**config.mk**
```make
export PLATFORM = sky130hd
export DESIGN_NAME = lcs_ctrl
export DESIGN_NICKNAME = d
export VERILOG_FILES = /design/src/design/lcs_pkg.sv /design/src/design/lcs_ctrl.sv
export SDC_FILE = /design/constraint.sdc
export NUM_CORES = 1
export LEC_CHECK = 0
export CAP_MARGIN = 20
export CORE_AREA = 5 5 42 44
export DETAILED_ROUTE_END_ITERATION = 16
export DIE_AREA = 0 0 47 49
export DONT_BUFFER_PORTS = 1
export PLACE_DENSITY = 0.4
export SLEW_MARGIN = 0
export SYNTH_ARGS = -nofsm -noshare
export SYNTH_HDL_FRONTEND = slang
export SYNTH_SLANG_ARGS = --single-unit
```
**constraint.sdc**
```tcl
create_clock -name clk -period 1.4 [get_ports clk]
set_input_delay 0.14 -clock clk [delete_from_list [all_inputs] [get_ports clk]]
set_output_delay 0.14 -clock clk [all_outputs]
set_load 0.01 [all_outputs]
```
**src/design/lcs_pkg.sv**
```systemverilog
package lcs_pkg;
    localparam int MAX_LEN     = 32;
    localparam int SYMBOL_BITS = 16;
    localparam int CNT_W       = $clog2(MAX_LEN + 1);
    localparam int IDX_W       = $clog2(MAX_LEN);
    localparam int DIM         = MAX_LEN + 1;
    localparam int TAB_DEPTH   = DIM * DIM;
    localparam int TAB_W       = $clog2(TAB_DEPTH);
    localparam int PATH_DEPTH  = 2 * MAX_LEN;
    localparam int PATH_W      = $clog2(PATH_DEPTH);
    localparam int PLEN_W      = $clog2(PATH_DEPTH + 1);

    localparam logic [1:0] ACT_LEFT  = 2'd0;
    localparam logic [1:0] ACT_RIGHT = 2'd1;
    localparam logic [1:0] ACT_RUN   = 2'd2;

    localparam logic [1:0] KIND_SAME    = 2'd0;
    localparam logic [1:0] KIND_ADDED   = 2'd1;
    localparam logic [1:0] KIND_REMOVED = 2'd2;
    localparam logic [1:0] KIND_NONE    = 2'd3;

    // Commands from the controller to the datapath.
    typedef struct packed {
        logic push_left;
        logic push_right;
        logic run_start;
        logic fill_init;
        logic fill_step;
        logic bt_init;
        logic bt_step;
        logic emit_init;
        logic emit_step;
        logic emit_none;
    } lcs_cmd_t;

    // Status from the datapath to the controller.
    typedef struct packed {
        logic both_empty;
        logic fill_done;
        logic bt_done;
        logic emit_last;
    } lcs_sts_t;
endpackage

```
**src/design/lcs_ctrl.sv**
```systemverilog
module lcs_ctrl
    import lcs_pkg::*;
(
    input  logic       clk,
    input  logic       rst_n,
    input  logic       in_valid,
    input  logic [1:0] in_action,
    output logic       in_ready,
    input  logic       out_free,
    input  lcs_sts_t   sts,
    output lcs_cmd_t   cmd
);
    localparam logic [2:0] S_IDLE = 3'd0;
    localparam logic [2:0] S_FILL = 3'd1;
    localparam logic [2:0] S_BT   = 3'd2;
    localparam logic [2:0] S_EMIT = 3'd3;
    localparam logic [2:0] S_WAIT = 3'd4;

    logic [2:0] state_reg, state_next;

    assign in_ready = (state_reg == S_IDLE);

    // Sequencing of push, fill, backtrack and emit phases.
    always_comb
    begin
        state_next = state_reg;
        cmd = '0;
        unique case (state_reg)
            S_IDLE:
            begin
                if (in_valid)
                begin
                    cmd.push_left  = (in_action == ACT_LEFT);
                    cmd.push_right = (in_action == ACT_RIGHT);
                    if (in_action == ACT_RUN)
                    begin
                        cmd.run_start = 1'b1;
                        cmd.fill_init = 1'b1;
                        state_next = S_FILL;
                    end
                end
            end
            S_FILL:
            begin
                if (sts.both_empty)
                begin
                    state_next = S_WAIT;
                end
                else if (sts.fill_done)
                begin
                    cmd.bt_init = 1'b1;
                    state_next = S_BT;
                end
                else
                begin
                    cmd.fill_step = 1'b1;
                end
            end
            S_BT:
            begin
                if (sts.bt_done)
                begin
                    cmd.emit_init = 1'b1;
                    state_next = S_EMIT;
                end
                else
                begin
                    cmd.bt_step = 1'b1;
                end
            end
            S_EMIT:
            begin
                if (out_free)
                begin
                    cmd.emit_step = 1'b1;
                    if (sts.emit_last)
                    begin
                        state_next = S_IDLE;
                    end
                end
            end
            S_WAIT:
            begin
                if (out_free)
                begin
                    cmd.emit_none = 1'b1;
                    state_next = S_IDLE;
                end
            end
            default:
            begin
                state_next = S_IDLE;
            end
        endcase
    end

    always_ff @(posedge clk or negedge rst_n)
    begin
        if (!rst_n)
        begin
            state_reg <= S_IDLE;
        end
        else
        begin
            state_reg <= state_next;
        end
    end
endmodule

```
Word-level counts from Yosys, hierarchy flattened. Index checks and enable logic that the tools add are counted. Widths: inputs -> output; s select.

Equal/unequal tests: 13. Mux-type cells: 22. Reduce and logical (&&, ||, !) cells: 3.

Operators by type and width (count): $mux 3 (8); $pmux 3 s5 (1); $ne 2x2->1 const B (5); $mux 2 (4); $mux 4 (2); $mux 1 (7); $reduce_and 7->1 (1); $eq 3x2->1 const B (2); $eq 3x1->1 const B (1); $eq 3x3->1 const B (1); $logic_not 3->1 (1); $ne 3x3->1 const B (1); $eq 2x1->1 const B (1); $eq 2x2->1 const B (1); $logic_not 2->1 (1); $ne 2x1->1 const B (1).

Register bits: 3. Output and inout port bits: 11. Logic and storage cells: 39.

Logic depth before layout (Yosys ltp).
Depth after elaboration: 4. Gate-level depth with buffers: 5. Depth with buffers taken out: 4.

Least setup slack after synthesis. Ideal clock, no wire load.

Path type: flip-flop to output port. Start point: register state_reg[0]. End point: output cmd[7] in the netlist's numbering. Arrival time: 1356 ps. Required time: 1260 ps. Path slack: -96 ps. Cell stages (with the launch flop): 5. Buffers on the path: 2. Cell sequence: dfrtp_1 buf_6 nor3_1 and4_1 buf_4.

RTL lines: start, declared (line lcs_ctrl.sv:19) `logic [2:0] state_reg, state_next;`; start signal, assigned (line lcs_ctrl.sv:105) `state_reg <= state_next;`; end, declared (line lcs_ctrl.sv:11) `output lcs_cmd_t cmd`.

Worst setup path after layout.
Start point: register state_reg[2]. End point: output cmd[7] in the netlist's numbering.

Longest elaborated chain between the ends: 2.

Ends and longest elaborated chain: $logic_not 3->1 (line lcs_ctrl.sv:28) `unique case (state_reg)`; $mux 4 (line lcs_ctrl.sv:28).

No other way between the ends.

==> impl_metrics.toml <==
[timing]
slew_violations = 0
setup_slack_ns = 0.0194
finalHoldViolCount = 0
rsz0062_at_grt = "yes"
tightestPinTransition_ns = 0.367
slew_headroom_pct = 75.4
skew_ns = 0.000578
fmax_mhz = 724
fin_crit_ns = 1.38
setup-tns-final_ns = 0
setup_violations = 0
fin_crit_sh_pct = 98.6

[critical_path]
critPathRequiredTime_ns = 1.26
crit_type = "flip-flop to output pin"
critPathMaxFanout = 4
cp-startpoint = "state_reg[2]"
end_kind = "output pin"
r2r-start = "state_reg[2]"
max_stage_delay_ns = 0.43
cp_top_family = "simple AND/OR/NAND/NOR gates"
crit_arrival_ns = 1.24
path_buf_inv = 1
cp-start-kind = "flip-flop"
worstPathCellList = "buf_4 > nor3_4 > and4_4"
crit_path_top_delay_cell = "dfrtp_2"

[logic_synthesis]
syn_nets = 46
yosysSeqAreaShare_pct = 25.3
yosysTopAreaCell = "dfrtp_1"
avgSynthCellArea_um2 = 8.24
async_reset_ff_share_pct = 100
synth_cell_type_count = 20
synthDominantCellAreaShare_pct = 25.3
syn_area_um2 = 297
synthCells = 36
yosysWarnings = 0
ys_top_cells_by_count = "nor3_1, a21oi_1, dfrtp_1, nor2_1"
synth_edf_count = 0
yosysMostFrequentCell = "nor3_1"
synth_top_flop_cell = "dfrtp_1"
ys_top_cells_by_area = "dfrtp_1, nor3_1, nor4b_4, and4b_1, a21oi_1"
synth-seq-cells = 3

[place]
place_congestion = 0.820
port_buffers = 0
place_ws_ns = 0.0789
dp_hpwl_um = 634

[cells_and_area]
fillerInstances = 158
drive_gt1_share_pct = 59.2
finalNetCount = 60
area_growth_pct = 56.5
largest_register_ffs = 3
num_antenna_cells = 0
utilization_pct = 33.1

[floorplan]
die_x_um = 47
core_area_um2 = 1400
initial_utilization_pct = 21.2
design.die.area_um2 = 2300
rows = 14
pin_count = 21
die_h_um = 49

[drt]
via_per_inst = 4.66
ant_nets = 0
drc = 0
dr.pass1.iters = 2
drt-initial-drc-count = 3
postRouteWirelength_um = 856
vias = 303
post_drt_wl_per_cell_um = 13.2

[clocking]
path_clk_slew_ns = 0.04
ctsHtreeMaxLevel = 1
numCtsBuffers = 3
cts_sinks = 3
cts_tree = "yes"
root_buffer = "clkbuf_4"
cts_buffer_depth = 2
clk_latency_ns = 0.23

[grt]
antenna_found_initial = 0
overflow = 0
grt_max_degree = 10
grt_pass1_vias = 344
grt.total_usage_pct = 8.54
grt_pass1_wl_um = 1390

[hold_path]
min_path_type = "input port to flip-flop"
min-delay-start = "sts[3]"

[run]
drv_cap = 0

[power]
p_leak_nw = 0.209
power_density_nw_per_um2 = 1900
irDropWorstVdd_uv = 713

[status]
status = "completed"
[where the power goes]
group          switching, mW  leakage, nW  internal (mW)
Sequential            0.0721       0.0354          0.124
Combinational          0.221        0.158          0.316
Clock                 0.0430       0.0150          0.107
Total                  0.336        0.209          0.548
[worst register-to-register path, delay by kind of cell, from the launching register on]
kind / cells / cell delay, ns
compound gates: 2 / 0.25
buf+inv: 1 / 0.13
simple gates: 1 / 0.16
mux: 1 / 0.29
flops: 1 / 0.43
[placed cells by master (no fill, tap or decap), drive strengths merged]
| cell | synthesis | layout |
|---|---|---|
| a21oi | 4 | 4 |
| a31oi | 1 | 1 |
| and4 | 1 | 1 |
| and4b | 2 | 2 |
| buf | 4 | 12 |
| clkbuf | 0 | 4 |
| dfrtp | 3 | 3 |
| dlygate4sd3 | 0 | 1 |
| inv | 3 | 3 |
| mux2 | 1 | 1 |
| nand2 | 1 | 1 |
| nand2b | 1 | 1 |
| nand3 | 2 | 2 |
| nand3b | 2 | 2 |
| nor2 | 3 | 3 |
| nor3 | 6 | 6 |
| nor3b | 1 | 1 |
| nor4b | 1 | 1 |
[layout make-up]
cell class	instances	area (µm²)	area share (%)
multi-input combinational	26	220	47.4
timing repair buffer	13	108	23.2
sequential	3	78.8	17.0
clock buffer	4	26.3	5.66
tap	16	20.0	4.31
inverter	3	11.3	2.43
[per-layer routing]
layer	up-vias	routed length [µm]	share of wire [%]	global-route usage, %
li1	153	-	-	-
met4	0	0	0	8.29
met2	12	465	54	13.1
met3	0	63	7.4	1.11
met1	138	327	38	9.29
met5	-	0	0	0
[logic make-up (layout without fill, tap and decap cells)]
| logic type | Yosys count | count (layout) | synth area share, % |
|---|---|---|---|
| muxes | 1 | 1 | 5.06 |
| and+or+nand+nor | 20 | 20 | 46.0 |
| AOI/OAI and AO/OA | 5 | 5 | 10.1 |
| buffers and inverters | 7 | 20 | 13.5 |
| DFF | 3 | 3 | 25.3 |
[final timing paths]
check | to | slack, ns | cells past startpoint
setup / recovery | cmd[7] | 0.02 | 3
hold reg to reg | state_reg[0] | 0.60 | 1
min in group asynchronous | state_reg[0] | 0.16 | 1
setup reg to reg | state_reg[0] | 0.03 | 5
hold / removal | state_reg[2] | 0.08 | 2
max in group asynchronous | state_reg[1] | 1.08 | 1
[per-stage QoR]
step	instances	hold WS (ns)	cell area [µm²]	power, mW
after global routing	65	0.0737	464	0.947
after floorplan	36	-0.156	302	0.435
after CTS	61	0.0742	404	0.745
after global placement	54	-0.155	338	0.524
final	65	0.0834	464	0.883
after detailed placement	54	-0.155	338	0.532
[timing repair]
| action | CTS | global route |
|---|---|---|
| pin swaps | 0 | 2 |
| hold buffers | 1 | 0 |
| resized for setup | 6 | 7 |
| setup buffers | 2 | 4 |
| setup endpoints to repair | 7 | 10 |
| endpoints found under the hold margin | 3 | 0 |
Note: power is estimated with default switching activity, not from simulation.
