$ cat config.mk
export PLATFORM = sky130hd
export DESIGN_NAME = lcs_out_reg
export DESIGN_NICKNAME = d
export VERILOG_FILES = /design/src/design/lcs_pkg.sv /design/src/design/lcs_out_reg.sv
export SDC_FILE = /design/constraint.sdc
export NUM_CORES = 1
export LEC_CHECK = 0
export BUFFER_PORTS_ARGS = -buffer_cell sky130_fd_sc_hd__clkbuf_2
export CORE_MARGIN = 4
export CORE_UTILIZATION = 42
export DETAILED_ROUTE_END_ITERATION = 12
export PLACE_DENSITY = 0.78
export SLEW_MARGIN = 20
export SYNTH_ARGS = -nofsm -noshare
export SYNTH_HDL_FRONTEND = slang
export SYNTH_SLANG_ARGS = --single-unit
$ cat constraint.sdc
create_clock -name clk -period 1.35 [get_ports clk]
set_input_delay 0.405 -clock clk [delete_from_list [all_inputs] [get_ports clk]]
set_output_delay 0.405 -clock clk [all_outputs]
set_load 0.01 [all_outputs]
$ cat src/design/lcs_pkg.sv
package lcs_pkg;
    localparam int MAX_LEN     = 32;
    localparam int SYMBOL_BITS = 16;
    localparam int CNT_W       = $clog2(MAX_LEN + 1);
    localparam int IDX_W       = $clog2(MAX_LEN);
    localparam int DIM         = MAX_LEN + 1;
    localparam int TAB_DEPTH   = DIM * DIM;
    localparam int TAB_W       = $clog2(TAB_DEPTH);
    localparam int PATH_DEPTH  = 2 * MAX_LEN;
    localparam int PATH_W      = $clog2(PATH_DEPTH);
    localparam int PLEN_W      = $clog2(PATH_DEPTH + 1);

    localparam logic [1:0] ACT_LEFT  = 2'd0;
    localparam logic [1:0] ACT_RIGHT = 2'd1;
    localparam logic [1:0] ACT_RUN   = 2'd2;

    localparam logic [1:0] KIND_SAME    = 2'd0;
    localparam logic [1:0] KIND_ADDED   = 2'd1;
    localparam logic [1:0] KIND_REMOVED = 2'd2;
    localparam logic [1:0] KIND_NONE    = 2'd3;

    // Commands from the controller to the datapath.
    typedef struct packed {
        logic push_left;
        logic push_right;
        logic run_start;
        logic fill_init;
        logic fill_step;
        logic bt_init;
        logic bt_step;
        logic emit_init;
        logic emit_step;
        logic emit_none;
    } lcs_cmd_t;

    // Status from the datapath to the controller.
    typedef struct packed {
        logic both_empty;
        logic fill_done;
        logic bt_done;
        logic emit_last;
    } lcs_sts_t;
endpackage

$ cat src/design/lcs_out_reg.sv
module lcs_out_reg
    import lcs_pkg::*;
(
    input  logic        clk,
    input  logic        rst_n,
    input  logic        load,
    input  logic [31:0] load_data,
    input  logic [1:0]  load_user,
    input  logic        load_last,
    output logic        out_free,
    output logic        tvalid,
    input  logic        tready,
    output logic [31:0] tdata,
    output logic [1:0]  tuser,
    output logic        tlast
);
    logic        valid_reg;
    logic [31:0] data_reg;
    logic [1:0]  user_reg;
    logic        last_reg;

    // A new word may be loaded when the register is empty or being drained.
    assign out_free = !valid_reg || tready;
    assign tvalid = valid_reg;
    assign tdata  = data_reg;
    assign tuser  = user_reg;
    assign tlast  = last_reg;

    always_ff @(posedge clk or negedge rst_n)
    begin
        if (!rst_n)
            valid_reg <= 1'b0;
        else if (load)
            valid_reg <= 1'b1;
        else if (tready)
            valid_reg <= 1'b0;
    end

    always_ff @(posedge clk)
    begin
        if (load)
        begin
            data_reg <= load_data;
            user_reg <= load_user;
            last_reg <= load_last;
        end
    end
endmodule

Word-level counts from Yosys, hierarchy flattened
Cells that the tools add are included.
{ "word_totals": {"register_bits": 36, "in_bits": 39, "output_inout_bits": 37} }
{ "op_classes": {"mux": 2, "n_reduce_logical": 3} }
{ "ops": {"columns": ["op", "count"], "rows": [
  ["2-to-1 mux 1 bit", 2],
  ["nonzero test 2 bit", 1],
  ["logical NOT 1 bit", 1],
  ["logical OR 1 bit", 1]
]} }

Longest topological paths before layout
Gate-level depths: netlist of run 1.
{ "logic_depth": {"depth_word": 2, "ltp_mapped": 2} }

Least setup slack after synthesis of run 1
Ideal clock, no wire load.
{ "synth_path": {"path_type": "input-to-output", "startpoint": "input port tready", "endpoint": "output port out_free", "arrival_ns": 0.541, "t_required_ns": 0.945, "slack_ns": 0.404, "path_stages": 1, "n_path_buf": 0, "cell_sequence": "nand2b_4"} }
{ "synth_between": {"elab_chain_len": 1} }
{ "synth_lines": {"columns": ["element", "line_no", "text"], "rows": [
  ["from (decl)", "lcs_out_reg.sv:12", "input logic tready,"],
  ["logical OR 1 bit", "lcs_out_reg.sv:23", "assign out_free = !valid_reg || tready;"],
  ["to (decl)", "lcs_out_reg.sv:10", "output logic out_free,"]
]} }
Every way passes these cells.

Final worst setup path of run 1
{ "layout_path": {"startpoint": "register valid_reg, in the netlist tvalid", "endpoint": "output port out_free"} }
{ "layout_between": {"elab_chain_len": 2} }
{ "layout_lines": {"columns": ["element", "line_no", "text"], "rows": [
  ["from (decl)", "lcs_out_reg.sv:17", "logic valid_reg;"],
  ["from (signal assigned)", "lcs_out_reg.sv:32", "valid_reg <= 1'b0;"],
  ["from (signal assigned)", "lcs_out_reg.sv:34", "valid_reg <= 1'b1;"],
  ["from (signal assigned)", "lcs_out_reg.sv:36", "valid_reg <= 1'b0;"],
  ["logical NOT 1 bit", "lcs_out_reg.sv:23", null],
  ["logical OR 1 bit", "lcs_out_reg.sv:23", null]
]} }
Every way passes these cells.

==> impl_metrics.py, run 1 <==
metrics = {
    "placed_design": {
        "port_buffers": 75,
        "dp.cells": 144,
        "place_area_um2": 1530,
        "gp_congestion": 0.683,
        "place_ws_ps": 207,
    },
    "yosys": {
        "yosysMostFrequentCell": "edfxtp_1",
        "synth_cell_types": 4,
        "synth_top_area_share_pct": 95.7,
        "ys_top_cells_by_count": "35 x edfxtp_1, 1 x dfrtp_1, 1 x nand2b_2, 1 x nand2b_4",
        "avgSynthCellArea_um2": 28.9,
        "synthCells": 38,
        "synthTopCellsByArea": "edfxtp_1 96%, dfrtp_1 2.3%, nand2b_4 1.3%, nand2b_2 0.80%",
        "async_reset_ff_share_pct": 2.78,
        "synth_seq_cells": 36,
        "seq_area_frac_synth_pct": 97.9,
        "synth-main-ff-cell": "edfxtp_1",
        "yosys_warnings": 0,
        "synth_edf_count": 35,
        "synth_top_area_cell": "edfxtp_1",
        "synth_area_um2": 1100,
        "synth_nets": 77,
    },
    "sta": {
        "fin_worst_skew_ps": 0,
        "finalCriticalPeriod_ps": 1320,
        "worst_pin_slew_ps": 182,
        "tns_ps": 0,
        "hold_violations": 0,
        "worst_slack_ps": 27.6,
        "finalMaxSlewViolations": 0,
        "setup_viol": 0,
        "max_freq_ghz": 0.756,
        "period_share_pct": 98.0,
        "slew_headroom_pct": 87.9,
        "grt_setup_unrepaired": "true",
    },
    "worst_hold_path": {
        "hold_depth": 1,
        "hp-class": "input pin to flop",
        "min_from": "load_data[17]",
    },
    "critical_path": {
        "end_kind": "output pin",
        "startpoint": "tvalid",
        "timing.rr.start": "tvalid",
        "reg2reg_to": "tvalid",
        "r2r_slack_ps": 520,
        "arrival_ps": 920,
        "critPathKind": "flop to output pin",
        "endpoint": "out_free",
        "reg2regPathDepth": 4,
        "critPathLaunchType": "flop",
        "required_ps": 950,
        "worstPathMaxFanout": 2,
    },
    "die": {
        "pin_count": 76,
        "initial_core_util_pct": 44.3,
        "rows": 18,
        "fp.dieH_um": 59.1,
        "core_um2": 2480,
        "die_w_um": 59.1,
        "die_area_um2": 3500,
    },
    "grt": {
        "grt_use_total_pct": 13.8,
        "antenna_found_initial": 0,
        "gr-total-overflow": 0,
        "grt_pass1_vias": 613,
        "grt_max_degree": 37,
        "grt_pass1_wl_mm": 3.20,
    },
    "finish": {
        "syn2layout_area_growth_pct": 46.7,
        "nets": 163,
        "multi_input_area_um2": 22.5,
        "fin_cells": 155,
        "drive_above_1_share_pct": 68.0,
        "post-route-cell-area_um2": 1610,
        "seq_area_um2": 1080,
        "fillCellCount": 180,
        "n_antenna_cell": 0,
    },
    "clock_tree": {
        "clk_latency_ps": 320,
        "cts_tree": "done",
        "clk_pin_slew_ps": 100,
        "clockBufferDepth": 2,
        "clock-sinks": 36,
        "cts-root-buf": "clkbuf_4",
        "ctsHtreeMaxLevel": 2,
        "cts_buffers": 5,
    },
    "detailed_routing": {
        "dr.pass1.iters": 3,
        "wl_met2_mm": 1.04,
        "wl_met3_um": 342,
        "viasPerCell": 4.32,
        "drc": 0,
        "vias": 669,
        "top_layer_used": "met4",
        "wirelength_mm": 2.19,
        "ant_nets": 0,
        "drt-met1-wl_um": 749,
        "initialDrtViolationCount": 18,
        "avgRoutedWirePerCell_um": 14.1,
    },
    "power": {
        "worst_ir_drop_vdd_mv": 0.848,
        "power_density_nw_per_um2": 1290,
        "leakagePower_nw": 0.727,
    },
    "flow_run": {
        "max-cap-violations": 0,
    },
    "status": {
        "status": "completed",
    },
}
[worst max-delay path, cell delays in order, from the launching register on]
cell,delay (ps)
dfrtp_1,420
nand2b_4,80
buf_6,100
[how the worst min path moves through the flow]
stage	end	slack, ps
5_1_grt	tdata[2]	210
3_3_place_gp	tvalid	180
3_5_place_dp	tvalid	180
6_report	tdata[17]	240
4_1_cts	tdata[18]	230
2_1_floorplan	tvalid	110
[where the power goes]
| part | switching [mW] | total [mW] | leakage (nW) | internal [mW] |
|---|---|---|---|---|
| Clock | 0.309 | 0.509 | 0.0269 | 0.200 |
| Sequential | 0.0250 | 1.35 | 0.353 | 1.32 |
| Combinational | 0.113 | 0.225 | 0.347 | 0.112 |
[per-stage QoR]
step / total power, mW / util [%] / hold slack, ps
2_1_floorplan: 1.43 / - / 109
3_3_place_gp: 1.58 / 61.8 / 180
3_5_place_dp: 1.59 / 61.8 / 181
4_1_cts: 2.11 / 64.5 / 226
5_1_grt: 2.21 / 65.1 / 208
6_report: 2.08 / 65.1 / 245
[flip-flops by register name, indices dropped and copies added (netlist names)]
| register | cells |
|---|---|
| tlast | 1 |
| tdata | 32 |
| tvalid | 1 |
| tuser | 2 |
[placed cells by master, fill, tap and decap left out]
cell / n
clkbuf_4: 5
buf_4: 2
clkbuf_1: 2
clkinv_1: 1
dlygate4sd3_1: 1
clkbuf_2: 73
buf_6: 1
dfrtp_1: 1
nand2b_2: 1
nand2b_4: 1
buf_12: 1
buf_2: 1
edfxtp_1: 35
[metal layers]
| layer | up-vias | track usage, % |
|---|---|---|
| li1 | 324 | - |
| met1 | 288 | 14.9 |
| met2 | 51 | 20.7 |
| met3 | 6 | 7.84 |
| met4 | 0 | 8.74 |
| met5 | - | 0 |
[cells by family (layout without fill, tap and decap cells)]
kind of cell	after synthesis	in the layout	share of synthesized area, %
buffers and inverters	0	87	0
and+or+nand+nor	2	2	2.05
DFF	36	36	97.9
[final cells by class]
cell class                      instances  area share [%]
Sequential cell                        36            66.8
Tap cell                               30            2.33
Multi-Input combinational cell          2            1.40
Timing Repair Buffer                   79            26.5
Clock inverter                          1           0.233
Clock buffer                            7            2.80
[timing repair]
item / CTS / global route
endpoints found under the setup margin: 1 / 2
hold endpoints to repair: 1 / 0
hold buffers: 1 / 0
buffers inserted: 1 / 1
gates resized for setup: 0 / 3
(Power assumes the default switching activity.)
==> inputs of run 2 (changes only) <==
--- a/config.mk
+++ b/config.mk
@@ -6,8 +6,10 @@
 export NUM_CORES = 1
 export LEC_CHECK = 0
 export BUFFER_PORTS_ARGS = -buffer_cell sky130_fd_sc_hd__clkbuf_2
+export CORE_ASPECT_RATIO = 2
 export CORE_MARGIN = 4
 export CORE_UTILIZATION = 42
+export CTS_BUF_LIST = sky130_fd_sc_hd__clkbuf_4 sky130_fd_sc_hd__clkbuf_8 sky130_fd_sc_hd__clkbuf_16
 export DETAILED_ROUTE_END_ITERATION = 12
 export PLACE_DENSITY = 0.78
 export SLEW_MARGIN = 20
==> run 2 against run 1 <==
Flip-flop and latch count is the same. Hold slack improved by 55 ps. Highest routed layer unchanged. Power is 10% higher.
==> impl_metrics.py, run 2 (synthesized netlist as in run 1, its figures left out) <==
metrics = {
    "status": {
        "status": "completed",
    },
    "clock_tree": {
        "cts_setup_buffers": 0,
        "ctsHtreeMaxLevel": 2,
        "clockBufferDepth": 2,
        "cts-root-buf": "clkbuf_8",
        "cts_resized": 0,
        "cts_tree": "done",
        "clock-sinks": 36,
        "clk_pin_slew_ps": 70,
        "clk_latency_ps": 270,
        "cts_buffers": 5,
    },
    "critical_path": {
        "worstPathMaxFanout": 2,
        "crit_chain": "nand2b_4, clkbuf_2",
        "arrival_ps": 890,
        "cp_slowest_cell": "dfrtp_1",
        "required_ps": 950,
        "critPathKind": "flop to output pin",
        "critPathMaxStageDelay_ps": 410,
        "critPathLaunchType": "flop",
        "critPathBufInv": 1,
        "end_kind": "output pin",
        "crit_family": "flip-flops",
    },
    "die": {
        "pin_count": 76,
        "die_area_um2": 3550,
        "rows": 26,
        "fp.dieH_um": 80.3,
        "initial_core_util_pct": 43.3,
        "core_um2": 2540,
        "die_w_um": 44.2,
    },
    "sta": {
        "setup_viol": 0,
        "hold_violations": 0,
        "max_freq_ghz": 0.771,
        "worst_pin_slew_ps": 190,
        "fin_worst_skew_ps": 0,
        "finalMaxSlewViolations": 0,
        "tns_ps": 0,
        "finalCriticalPeriod_ps": 1300,
        "holdWs_ps": 299,
        "slew_headroom_pct": 87.4,
        "period_share_pct": 96.0,
        "worst_slack_ps": 53.7,
        "grt_setup_unrepaired": "false",
    },
    "power": {
        "p_total_mw": 2.30,
        "power_density_nw_per_um2": 1410,
        "leakagePower_nw": 0.736,
        "worst_ir_drop_vdd_mv": 0.929,
    },
    "detailed_routing": {
        "ant_nets": 0,
        "vias": 687,
        "avgRoutedWirePerCell_um": 14.7,
        "initialDrtViolationCount": 9,
        "dr.pass1.iters": 4,
        "drc": 0,
        "wirelength_mm": 2.22,
        "viasPerCell": 4.55,
    },
    "finish": {
        "largest_reg_flops": 32,
        "final_common_cell": "clkbuf_2",
        "n_antenna_cell": 0,
        "syn2layout_area_growth_pct": 48.1,
        "fillCellCount": 194,
        "nets": 161,
        "drive_above_1_share_pct": 69.1,
        "mostFrequentLayoutCells": "75 x clkbuf_2, 35 x edfxtp_1, 5 x clkbuf_8",
        "post-route-cell-area_um2": 1630,
    },
    "grt": {
        "grt_max_degree": 37,
        "grt_pass1_vias": 745,
        "antenna_found_initial": 0,
        "grt_use_total_pct": 13.3,
        "gr-total-overflow": 0,
        "grt_pass1_wl_mm": 3.26,
    },
    "placed_design": {
        "place_area_um2": 1530,
        "gp_congestion": 0.634,
        "place_ws_ps": 209,
        "port_buffers": 75,
    },
    "worst_hold_path": {
        "hp-class": "input pin to flop",
    },
    "flow_run": {
        "max-cap-violations": 0,
    },
}
==> run 2: metal layers <==
| metal | up-vias | GRT usage (%) | wire length, um |
|---|---|---|---|
| li1 | 316 | - | - |
| met1 | 321 | 12.0 | 636 |
| met2 | 43 | 22.5 | 1260 |
| met3 | 7 | 6.05 | 264 |
| met4 | 0 | 9.06 | 59 |
| met5 | - | 0 | 0 |
==> run 2: through the flow <==
stage                     cells  util, %
final                       151     64.1
after global routing        151     64.1
after CTS                   151     64.1
after detailed placement    142     60.3
after global placement      142     60.3
after floorplan              38        -
==> run 2: path summary, 6_finish.rpt <==
| kind | from | to | slack [ps] | cells after the start |
|---|---|---|---|---|
| worst max-delay path | tvalid | out_free | 50 | 2 |
| worst min-delay path | load_data[9] | tdata[9] | 300 | 1 |
| worst max register to register | tvalid | tvalid | 700 | 2 |
| worst min register to register | tvalid | tvalid | 540 | 2 |
| max in group asynchronous | rst_n | tvalid | 830 | 2 |
| min in group asynchronous | rst_n | tvalid | 440 | 2 |
==> run 2: repair_timing <==
action	4_1_cts	5_1_grt
setup endpoints to repair	0	0
endpoints found under the hold margin	1	0
hold buffers	1	0
==> run 2: area by class of cell <==
| class | count | area, um2 | share of cell area, % |
|---|---|---|---|
| repair buffers | 77 | 405 | 24.9 |
| clock buffers | 7 | 83.8 | 5.15 |
| well taps | 28 | 35.0 | 2.15 |
| flip-flops and latches | 36 | 1080 | 66.2 |
| clock inverters | 1 | 3.75 | 0.231 |
| multi-input cells | 2 | 22.5 | 1.38 |
==> run 2: power breakdown <==
part | internal, mW | leakage (nW) | switching, mW
Clock | 0.399 | 0.0467 | 0.331
Sequential | 1.32 | 0.353 | 0.0220
Combinational | 0.105 | 0.336 | 0.115
